<file path="config.mk">
export PLATFORM = sky130hd
export DESIGN_NAME = morse_number_keyer_flat
export DESIGN_NICKNAME = d
export VERILOG_FILES = /design/src/rtl/mnk_pkg.sv /design/src/rtl/mnk_ifs.sv /design/src/rtl/mnk_digit_split.sv /design/src/rtl/morse_number_keyer.sv /design/src/flat_wrapper.sv
export SDC_FILE = /design/constraint.sdc
export NUM_CORES = 1
export LEC_CHECK = 0
export BUFFER_PORTS_ARGS = -buffer_cell sky130_fd_sc_hd__buf_2
export CAP_MARGIN = 20
export CORE_MARGIN = 5
export CORE_UTILIZATION = 35
export DETAILED_ROUTE_END_ITERATION = 12
export PLACE_DENSITY = 0.48
export SETUP_SLACK_MARGIN = 0.05
export SLEW_MARGIN = 25
export SYNTH_ARGS = -nofsm -noshare
export SYNTH_HDL_FRONTEND = slang
export SYNTH_SLANG_ARGS = --single-unit
</file>
<file path="constraint.sdc">
create_clock -name clk -period 6.8 [get_ports clk]
set_clock_uncertainty 0.1 [all_clocks]
set_input_delay 0.34 -clock clk [delete_from_list [all_inputs] [get_ports clk]]
set_output_delay 0.34 -clock clk [all_outputs]
set_load 0.01 [all_outputs]
</file>
<file path="src/rtl/mnk_pkg.sv">
// Shared types, constants and helper functions for the Morse number keyer.
`default_nettype none

package mnk_pkg;

    typedef enum logic [1:0] {
        PH_IDLE = 2'd0,
        PH_ON   = 2'd1,
        PH_OFF  = 2'd2,
        PH_GAP  = 2'd3
    } phase_t;

    typedef struct packed {
        logic [3:0] hundreds;
        logic [3:0] tens;
        logic [3:0] units;
    } digits_t;

    localparam logic [15:0] DOT_TICKS_RESET = 16'd100;
    localparam logic [9:0]  MAX_NUMBER      = 10'd999;
    localparam logic [2:0]  ELEMS_PER_DIGIT = 3'd5;
    localparam logic [1:0]  DIGIT_COUNT     = 2'd3;

    // Five elements per digit, LSB first; 1 is a dot, 0 is a dash
    localparam logic [4:0] DIGIT_CODE [16] = '{
        5'h00, 5'h01, 5'h03, 5'h07, 5'h0f, 5'h1f, 5'h1e, 5'h1c,
        5'h18, 5'h10, 5'h00, 5'h00, 5'h00, 5'h00, 5'h00, 5'h00
    };

    function automatic logic elem_is_dot(input logic [3:0] digit, input logic [2:0] elem);
        logic [4:0] code;
        code = DIGIT_CODE[digit];
        case (elem)
            3'd0:    elem_is_dot = code[0];
            3'd1:    elem_is_dot = code[1];
            3'd2:    elem_is_dot = code[2];
            3'd3:    elem_is_dot = code[3];
            3'd4:    elem_is_dot = code[4];
            default: elem_is_dot = 1'b0;
        endcase
    endfunction

endpackage

`default_nettype wire

</file>
<file path="src/rtl/mnk_ifs.sv">
// Valid/ready channel interfaces for requests, results and configuration.
`default_nettype none

interface mnk_req_if;
    logic       valid;
    logic       ready;
    logic       req_type;
    logic [9:0] number;

    modport source (output valid, output req_type, output number, input ready);
    modport sink   (input valid, input req_type, input number, output ready);
endinterface

interface mnk_res_if;
    logic valid;
    logic ready;
    logic beep;
    logic busy_res;
    logic rejected;
    logic done_res;

    modport source (output valid, output beep, output busy_res, output rejected,
                    output done_res, input ready);
    modport sink   (input valid, input beep, input busy_res, input rejected,
                    input done_res, output ready);
endinterface

interface mnk_cfg_if;
    logic        valid;
    logic        ready;
    logic [15:0] dot_ticks;

    modport source (output valid, output dot_ticks, input ready);
    modport sink   (input valid, input dot_ticks, output ready);
endinterface

`default_nettype wire

</file>
<file path="src/rtl/mnk_digit_split.sv">
// Splits a value below 1000 into hundreds, tens and units by reciprocal multiply.
`default_nettype none

module mnk_digit_split
    import mnk_pkg::*;
(
    input  wire logic [9:0] number,
    output digits_t         digits
);

    logic [15:0] hund_prod;
    logic [3:0]  hund;
    logic [9:0]  hund_x100;
    logic [6:0]  rem;
    logic [13:0] tens_prod;
    logic [3:0]  tens;
    logic [6:0]  tens_x10;

    // n*41 >> 12 equals n/100 for n below 1000
    assign hund_prod = {6'd0, number} * 16'd41;
    assign hund      = hund_prod[15:12];
    assign hund_x100 = {6'd0, hund} * 10'd100;
    assign rem       = 7'(number - hund_x100);

    // r*103 >> 10 equals r/10 for r below 100
    assign tens_prod = {7'd0, rem} * 14'd103;
    assign tens      = tens_prod[13:10];
    assign tens_x10  = {3'd0, tens} * 7'd10;

    assign digits.hundreds = hund;
    assign digits.tens     = tens;
    assign digits.units    = 4'(rem - tens_x10);

endmodule

`default_nettype wire

</file>
<file path="src/rtl/morse_number_keyer.sv">
// Top level of the Morse number keyer.
// Takes one request per clock: a time tick (req_type 0) or a number to send
// (req_type 1, 0..999). Every request yields exactly one result, in the cycle after
// acceptance, held in an output register; a new request is taken whenever that
// register is empty or being drained in the same cycle, so the sustained rate is
// one request per clock. The result gives the beeper level, busy, rejected and
// done flags after the request. Dot length comes from the dot_ticks register
// (reset 100, zero acts as one); write it only while no number is being sent.
`default_nettype none

module morse_number_keyer
    import mnk_pkg::*;
(
    input  wire logic   clk,
    input  wire logic   rst_n,
    mnk_req_if.sink     req_ch,
    mnk_res_if.source   res_ch,
    mnk_cfg_if.sink     cfg_ch
);

    logic [15:0] dot_reg;
    digits_t     digits_reg, digits_next;
    logic [1:0]  dp_reg, dp_next;
    logic [2:0]  ep_reg, ep_next;
    phase_t      phase_reg, phase_next;
    logic [18:0] tr_reg, tr_next;

    logic        res_valid_reg, res_valid_next;
    logic        beep_reg, busy_reg, rej_reg, done_reg;

    logic        accept;
    logic        rejected, done;
    digits_t     split;
    logic [3:0]  first_digit;
    logic [15:0] d1;
    logic [18:0] len1, len3, len5;
    logic [18:0] dec;
    logic [2:0]  ep_inc;
    logic [1:0]  dp_inc;

    mnk_digit_split u_split (
        .number (req_ch.number),
        .digits (split)
    );

    function automatic logic [3:0] pick_digit(input digits_t d, input logic [1:0] p);
        case (p)
            2'd0:    pick_digit = d.hundreds;
            2'd1:    pick_digit = d.tens;
            2'd2:    pick_digit = d.units;
            default: pick_digit = 4'd0;
        endcase
    endfunction

    assign accept        = req_ch.valid && req_ch.ready;
    assign req_ch.ready  = !res_valid_reg || res_ch.ready;
    assign cfg_ch.ready  = 1'b1;

    assign d1    = (dot_reg == 16'd0) ? 16'd1 : dot_reg;
    assign len1  = {3'd0, d1};
    assign len3  = {2'd0, d1, 1'b0} + len1;
    assign len5  = {1'd0, d1, 2'b0} + len1;
    assign dec   = (tr_reg != 19'd0) ? tr_reg - 19'd1 : 19'd0;
    assign ep_inc      = ep_reg + 3'd1;
    assign dp_inc      = dp_reg + 2'd1;
    assign first_digit = (split.hundreds == 4'd0) ? split.tens : split.hundreds;

    // Next state of the sender
    always_comb
    begin
        digits_next = digits_reg;
        dp_next     = dp_reg;
        ep_next     = ep_reg;
        phase_next  = phase_reg;
        tr_next     = tr_reg;
        rejected    = 1'b0;
        done        = 1'b0;
        if (accept)
        begin
            if (req_ch.req_type)
            begin
                if (phase_reg != PH_IDLE || req_ch.number > MAX_NUMBER)
                begin
                    rejected = 1'b1;
                end
                else
                begin
                    digits_next = split;
                    dp_next     = (split.hundreds == 4'd0) ? 2'd1 : 2'd0;
                    ep_next     = 3'd0;
                    phase_next  = PH_ON;
                    tr_next     = elem_is_dot(first_digit, 3'd0) ? len1 : len3;
                end
            end
            else if (phase_reg != PH_IDLE)
            begin
                tr_next = dec;
                if (dec == 19'd0)
                begin
                    case (phase_reg)
                        PH_ON:
                        begin
                            phase_next = PH_OFF;
                            tr_next    = len1;
                        end
                        PH_OFF:
                        begin
                            ep_next = ep_inc;
                            if (ep_inc >= ELEMS_PER_DIGIT)
                            begin
                                phase_next = PH_GAP;
                                tr_next    = len5;
                            end
                            else
                            begin
                                phase_next = PH_ON;
                                tr_next    = elem_is_dot(pick_digit(digits_reg, dp_reg), ep_inc)
                                             ? len1 : len3;
                            end
                        end
                        PH_GAP:
                        begin
                            ep_next = 3'd0;
                            if (dp_inc >= DIGIT_COUNT)
                            begin
                                dp_next    = 2'd0;
                                phase_next = PH_IDLE;
                                tr_next    = 19'd0;
                                done       = 1'b1;
                            end
                            else
                            begin
                                dp_next    = dp_inc;
                                phase_next = PH_ON;
                                tr_next    = elem_is_dot(pick_digit(digits_reg, dp_inc), 3'd0)
                                             ? len1 : len3;
                            end
                        end
                        default:
                        begin
                            phase_next = PH_IDLE;
                        end
                    endcase
                end
            end
        end
    end

    // Result register valid: load on a request, drop once taken
    always_comb
    begin
        if (accept)
            res_valid_next = 1'b1;
        else if (res_ch.ready)
            res_valid_next = 1'b0;
        else
            res_valid_next = res_valid_reg;
    end

    always_ff @(posedge clk or negedge rst_n)
    begin
        if (!rst_n)
        begin
            dot_reg       <= DOT_TICKS_RESET;
            digits_reg    <= '0;
            dp_reg        <= 2'd0;
            ep_reg        <= 3'd0;
            phase_reg     <= PH_IDLE;
            tr_reg        <= 19'd0;
            res_valid_reg <= 1'b0;
        end
        else
        begin
            if (cfg_ch.valid)
                dot_reg <= cfg_ch.dot_ticks;
            digits_reg    <= digits_next;
            dp_reg        <= dp_next;
            ep_reg        <= ep_next;
            phase_reg     <= phase_next;
            tr_reg        <= tr_next;
            res_valid_reg <= res_valid_next;
        end
    end

    always_ff @(posedge clk)
    begin
        if (accept)
        begin
            beep_reg <= (phase_next == PH_ON);
            busy_reg <= (phase_next != PH_IDLE);
            rej_reg  <= rejected;
            done_reg <= done;
        end
    end

    assign res_ch.valid    = res_valid_reg;
    assign res_ch.beep     = beep_reg;
    assign res_ch.busy_res = busy_reg;
    assign res_ch.rejected = rej_reg;
    assign res_ch.done_res = done_reg;

endmodule

`default_nettype wire

</file>
<file path="src/flat_wrapper.sv">
// flat-port wrapper written by rule: the top's interface ports become plain ports
module morse_number_keyer_flat import mnk_pkg::*;
  (clk, rst_n, req_ch_valid, req_ch_req_type, req_ch_number, req_ch_ready, res_ch_valid, res_ch_beep, res_ch_busy_res, res_ch_rejected, res_ch_done_res, res_ch_ready, cfg_ch_valid, cfg_ch_dot_ticks, cfg_ch_ready);
  mnk_req_if req_ch_i ();
  mnk_res_if res_ch_i ();
  mnk_cfg_if cfg_ch_i ();
  input  wire logic clk;
  input  wire logic rst_n;
  input wire logic [$bits(req_ch_i.valid)-1:0] req_ch_valid;
  input wire logic [$bits(req_ch_i.req_type)-1:0] req_ch_req_type;
  input wire logic [$bits(req_ch_i.number)-1:0] req_ch_number;
  output wire logic [$bits(req_ch_i.ready)-1:0] req_ch_ready;
  output wire logic [$bits(res_ch_i.valid)-1:0] res_ch_valid;
  output wire logic [$bits(res_ch_i.beep)-1:0] res_ch_beep;
  output wire logic [$bits(res_ch_i.busy_res)-1:0] res_ch_busy_res;
  output wire logic [$bits(res_ch_i.rejected)-1:0] res_ch_rejected;
  output wire logic [$bits(res_ch_i.done_res)-1:0] res_ch_done_res;
  input wire logic [$bits(res_ch_i.ready)-1:0] res_ch_ready;
  input wire logic [$bits(cfg_ch_i.valid)-1:0] cfg_ch_valid;
  input wire logic [$bits(cfg_ch_i.dot_ticks)-1:0] cfg_ch_dot_ticks;
  output wire logic [$bits(cfg_ch_i.ready)-1:0] cfg_ch_ready;
  assign req_ch_i.valid = req_ch_valid;
  assign req_ch_i.req_type = req_ch_req_type;
  assign req_ch_i.number = req_ch_number;
  assign req_ch_ready = req_ch_i.ready;
  assign res_ch_valid = res_ch_i.valid;
  assign res_ch_beep = res_ch_i.beep;
  assign res_ch_busy_res = res_ch_i.busy_res;
  assign res_ch_rejected = res_ch_i.rejected;
  assign res_ch_done_res = res_ch_i.done_res;
  assign res_ch_i.ready = res_ch_ready;
  assign cfg_ch_i.valid = cfg_ch_valid;
  assign cfg_ch_i.dot_ticks = cfg_ch_dot_ticks;
  assign cfg_ch_ready = cfg_ch_i.ready;
  morse_number_keyer u_core (.clk(clk), .rst_n(rst_n), .req_ch(req_ch_i), .res_ch(res_ch_i), .cfg_ch(cfg_ch_i));
endmodule
</file>
### After elaboration in Yosys (flattened, before gate mapping)

Memories as Yosys holds them, arrays and structs flattened.
Index checks and enable logic that the tools add are counted.

* logic and storage cells: 149
* output and inout bits: 7
* memory bits (read-only): 240
* input port bits: 32
* register bits after elaboration: 59
* memories: 3

Memories
* (name not given): words 16, bits a word 5, rd ports 1, clocked after Yosys merged registers in 0, wr ports 0, RTL line mnk_pkg.sv:32 `code = DIGIT_CODE[digit];`
* (name not given): words 16, bits a word 5, rd ports 1, clocked after Yosys merged registers in 0, wr ports 0, RTL line mnk_pkg.sv:32
* (name not given): words 16, bits a word 5, rd ports 1, clocked after Yosys merged registers in 0, wr ports 0, RTL line mnk_pkg.sv:32

* reductions and logical operators: 23
* bitwise operators: 7
* equal/unequal tests: 13
* $add $sub $neg: 7
* $lt $le $gt $ge: 6
* multiply operators: 4
* muxes and demuxes: 73

Operators with widths (number)
* 2-to-1 mux 19 bit: 10
* one-hot mux 19 bit (3 select lines): 1
* 2-to-1 mux 4 bit: 13
* 2-to-1 mux 1 bit: 25
* 2-to-1 mux 2 bit: 12
* one-hot mux 4 bit (3 select lines): 2
* adder 18 x 16 -> 19 bit: 1
* logical NOT 19 bit: 1
* nonzero test 19 bit: 1
* subtractor 19 x 1 -> 19 bit, second input constant: 1
* adder 17 x 16 -> 18 bit: 1
* logical NOT 16 bit: 1
* multiplier 10 x 6 -> 16 bit, second input constant: 1
* 2-to-1 mux 16 bit: 1
* >= comparator 5 bit, second input constant: 3
* inverter 4 -> 5 bit: 3
* multiplier 7 x 7 -> 14 bit, second input constant: 1
* 2-to-1 mux 3 bit: 4
* nonzero test 2 bit: 6
* > comparator 10 bit, second input constant: 1
* 2-to-1 mux 5 bit: 2
* AND reduction 5 bit: 2
* == test 2 x 1 -> 1 bit, second input constant: 4
* == test 2 bit, second input constant: 4
* 25 further kinds: 32

### Depth between registers and ports, before layout

* depth after elaboration: 25
* mapped depth: 36
* depth with buffers taken out: 36

### Hierarchy

Synthesis repeated with hierarchy kept, for this count alone.

* cell total of the unflattened synthesis: 992
* area, all modules: 7990.2 sq um

Modules (own cells, without submodules)
* morse_number_keyer: area an instance 6155.9 sq um, cells an instance 799, times used 1, sequential area each 1500.2 sq um
* mnk_digit_split: area an instance 1834.3 sq um, cells an instance 193, times used 1, sequential area each 0.0 sq um

### Worst setup path before layout

OpenSTA, ideal clock, no wires.

* path kind: in2reg
* start point: input port req_ch_number[1]
* end point: register u_core.tr_reg[15]
* arrival time: 8.121 ns
* stages: 35
* data required time: 6.574 ns
* setup slack: -1.547 ns
* buffers on the path: 0
* library setup time: 0.126 ns
* path through: ha_1 > inv_1 > fa_1 > inv_1 > ha_1 > ha_1 > and4_1 > a41oi_1 > a21boi_1 > a311oi_4 > and2b_1 > nor2_1 > xnor2_1 > ha_1 > inv_1 > ha_1 > a21o_1 > xor2_1 > ha_1 > inv_1 > fa_1 > inv_1 > fa_1 > ha_1 > ha_1 > a21oi_1 > a21oi_1 > a2111o_1 > xor2_1 > nand2_1 > and2_1 > o22ai_2 > nand4b_4 > mux2_4 > a221o_1

RTL lines
* start, declared: RTL line flat_wrapper.sv:11 `input wire logic [$bits(req_ch_i.number)-1:0] req_ch_number;`
* end signal, assigned: RTL line morse_number_keyer.sv:180 `tr_reg <= tr_next;`
* end, declared: RTL line morse_number_keyer.sv:26 `logic [18:0] tr_reg, tr_next;`

==> impl_metrics.tcl <==
set metrics [dict create \
    clkSinkCount 59 \
    ys_types 80 \
    die-area_um2 25400 \
    largest_register_ff_count 19 \
    synth_flop_cell "dfrtp_1" \
    grt_overflow_total 0 \
    grt_max_degree 56 \
    post-place-cells 1310 \
    cp-end-kind "flip-flop" \
    postSynth.asyncResetShare_pct 93.2 \
    nFillCells 2219 \
    crit_path_start_kind "primary input" \
    areaGrowthSynthToFinish_pct 23.7 \
    fp.dieH_um 159 \
    ios 39 \
    cts_tree "built" \
    htreeDepth 3 \
    core_area_um2 21900 \
    cp_data_required_time_ns 6.93 \
    routed_wl_um 22600 \
    maxCapViolCount 0 \
    hold_viol_final 0 \
    yosysWarnings 0 \
    dieWidth_um 159 \
    critPathMaxStageDelay_ns 0.52 \
    dp_hpwl_um 17700 \
    fin_ws_ns -1.01 \
    post-route-util_pct 44.2 \
    grt_pass1_wl_um 37500 \
    clk_latency_ns 0.35 \
    antenna_found_initial 0 \
    antennaDiodeCount 0 \
    syn-cell-area_um2 7820 \
    r2r-end "u_core.tr_reg[16]" \
    ys_seq_area_share_pct 19.2 \
    reg2reg_slack_ns 2.18 \
    drt_iter0_markers 472 \
    routed-via-count 7134 \
    cts_hold_buf 0 \
    arrival_ns 7.94 \
    cts_root_buffer "clkbuf_16" \
    syn_area_per_cell_um2 8.11 \
    place_area_um2 8880 \
    final_nets 1220 \
    cts_max_path_buffers 2 \
    syn_nets 1132 \
    crit_slowest_cell "fa_2" \
    period_minus_slack_ns 7.81 \
    cpMostUsedCell "ha_4" \
    r2r_start "u_core.dot_reg[14]" \
    fin_crit_sh_pct 115 \
    rsz0062_at_grt "yes" \
    crit_path_max_fanout 4 \
    setup_viol 21 \
    fmax_mhz 128 \
    violations "negative setup slack" \
    worst_slew_pin_slew_ns 0.944 \
    layout-drive-gt1-share_pct 23.1 \
    status "complete, but fails checks" \
    globalRouteTotalUtil_pct 17.7 \
    portBuffers 37 \
    crit_type "in2reg" \
    fin_area_um2 9670 \
    rows 54 \
    synth_edf_count 4 \
    cts_made_buffers 9 \
    whs_ns 0.0479 \
    slew_violations 0 \
    yosysTopAreaCellShare_pct 19.2 \
    wl_per_cell_um 16.9 \
    mostFrequentLayoutCells "nand2_1, ha_1, inv_1, nor2_1, buf_4" \
    final_cells 1337 \
    gp_congestion 0.843 \
    post_drt_via_cell_ratio 5.34 \
    synth_top_area_cell "ha_1" \
    route.detailed.drc 0 \
    slew_headroom_pct 36.6 \
    synth-seq-cells 59 \
    clkTransAtPathRegs_ns 0.06 \
    synth_area_leaders "ha_1, dfrtp_1, nand2_1" \
    grt_pass1_vias 6962 \
    drtPass1Iterations 5 \
    synth_cells 964 \
    hold_class "in2async" \
    initial_core_util_pct 35.7 \
    r2r.worst_path.cells 19 \
    antenna_left 0 \
]
==> timing repair <==
item | in CTS | in global routing
setup endpoints to repair | 24 | 24
pin swaps | 31 | 34
resized for setup | 32 | 43
setup buffers | 8 | 3
gates cloned | 1 | 0
==> cells in the mapped netlist (3+ instances only) <==
library cell  number
or3_1              5
nor3b_1            4
o21a_1            10
buf_4              3
clkbuf_1          28
dfrtp_1           52
o21ai_0           71
o22ai_1            8
o41ai_1            3
nand4_1            9
a21oi_1           59
a222oi_1           3
a211oi_1          18
o211ai_1          13
o2111ai_1          5
xor2_1            17
a211o_1            5
o21ai_1            3
dfstp_2            3
fa_1              16
a21o_1            16
inv_1             84
nor4_1             7
mux2_2             7
or4b_2             3
or2_2              5
mux2i_1           25
ha_1             120
nand3_1           23
buf_2              4
xnor2_1           35
a22oi_1            4
o221ai_1           4
o31ai_1            7
and3_1             7
nand3b_1           5
and2_1            11
nor2_1            75
nand2_1           99
nand2b_1           7
nor2b_1            9
a31oi_1            9
nor3_1            16
edfxtp_1           4
==> cells by family (layout without fill, tap and decap cells) <==
kind of cell	after synthesis	count (layout)	share of synthesized area, %
fa+ha+maj	138	138	23.6
other cells	1	1	0.0480
buf+inv	120	213	5.97
compound gates	261	261	21.8
simple gates	298	298	18.8
xor+xnor	53	53	6.03
mux	34	34	4.59
flops	59	59	19.2
==> layer usage <==
| metal | track usage, % | wire (µm) |
|---|---|---|
| met3 | 2.28 | 771 |
| met5 | 0 | 0 |
| met1 | 27.9 | 12200 |
| met4 | 4.27 | 339 |
| met2 | 25.5 | 9280 |
==> worst max-delay path by stage <==
| stage | from | endpoint | slack [ns] |
|---|---|---|---|
| final | req_ch_number[4] | u_core.tr_reg[15] | -1.01 |
| after CTS | req_ch_number[3] | u_core.tr_reg[15] | -0.99 |
| after floorplan | req_ch_number[3] | u_core.tr_reg[15] | -1.12 |
| after global routing | req_ch_number[6] | u_core.tr_reg[15] | -1.36 |
| after detailed placement | req_ch_number[3] | u_core.tr_reg[16] | -1.47 |
| after global placement | req_ch_number[3] | u_core.tr_reg[12] | -1.32 |
==> stage by stage <==
| step | setup TNS [ns] | worst slack (ns) |
|---|---|---|
| after global routing | -25.00 | -1.36 |
| after floorplan | -17.41 | -1.12 |
| final | -17.03 | -1.01 |
| after CTS | -16.85 | -0.993 |
| after detailed placement | -28.15 | -1.47 |
| after global placement | -24.99 | -1.32 |
==> cell type report <==
type / count / area [µm²] / share of cell area, %
repair buffers: 113 / 813 / 8.41
multi-input cells: 785 / 6390 / 66.1
clock buffers: 10 / 250 / 2.59
well taps: 280 / 350 / 3.62
flip-flops and latches: 59 / 1500 / 15.5
clock inverters: 6 / 50.0 / 0.517
inverters: 84 / 315 / 3.26
==> worst max-delay path, delay by kind of cell <==
kind,cells,cell delay [ns]
compound gates,8,1.79
xor+xnor,3,0.51
simple gates,6,1.02
mux,1,0.33
buf+inv,5,0.36
fa+ha+maj,11,3.61
Power is not shown: default switching activity piles up to over one toggle a cycle in this logic, so the estimate is an artifact.
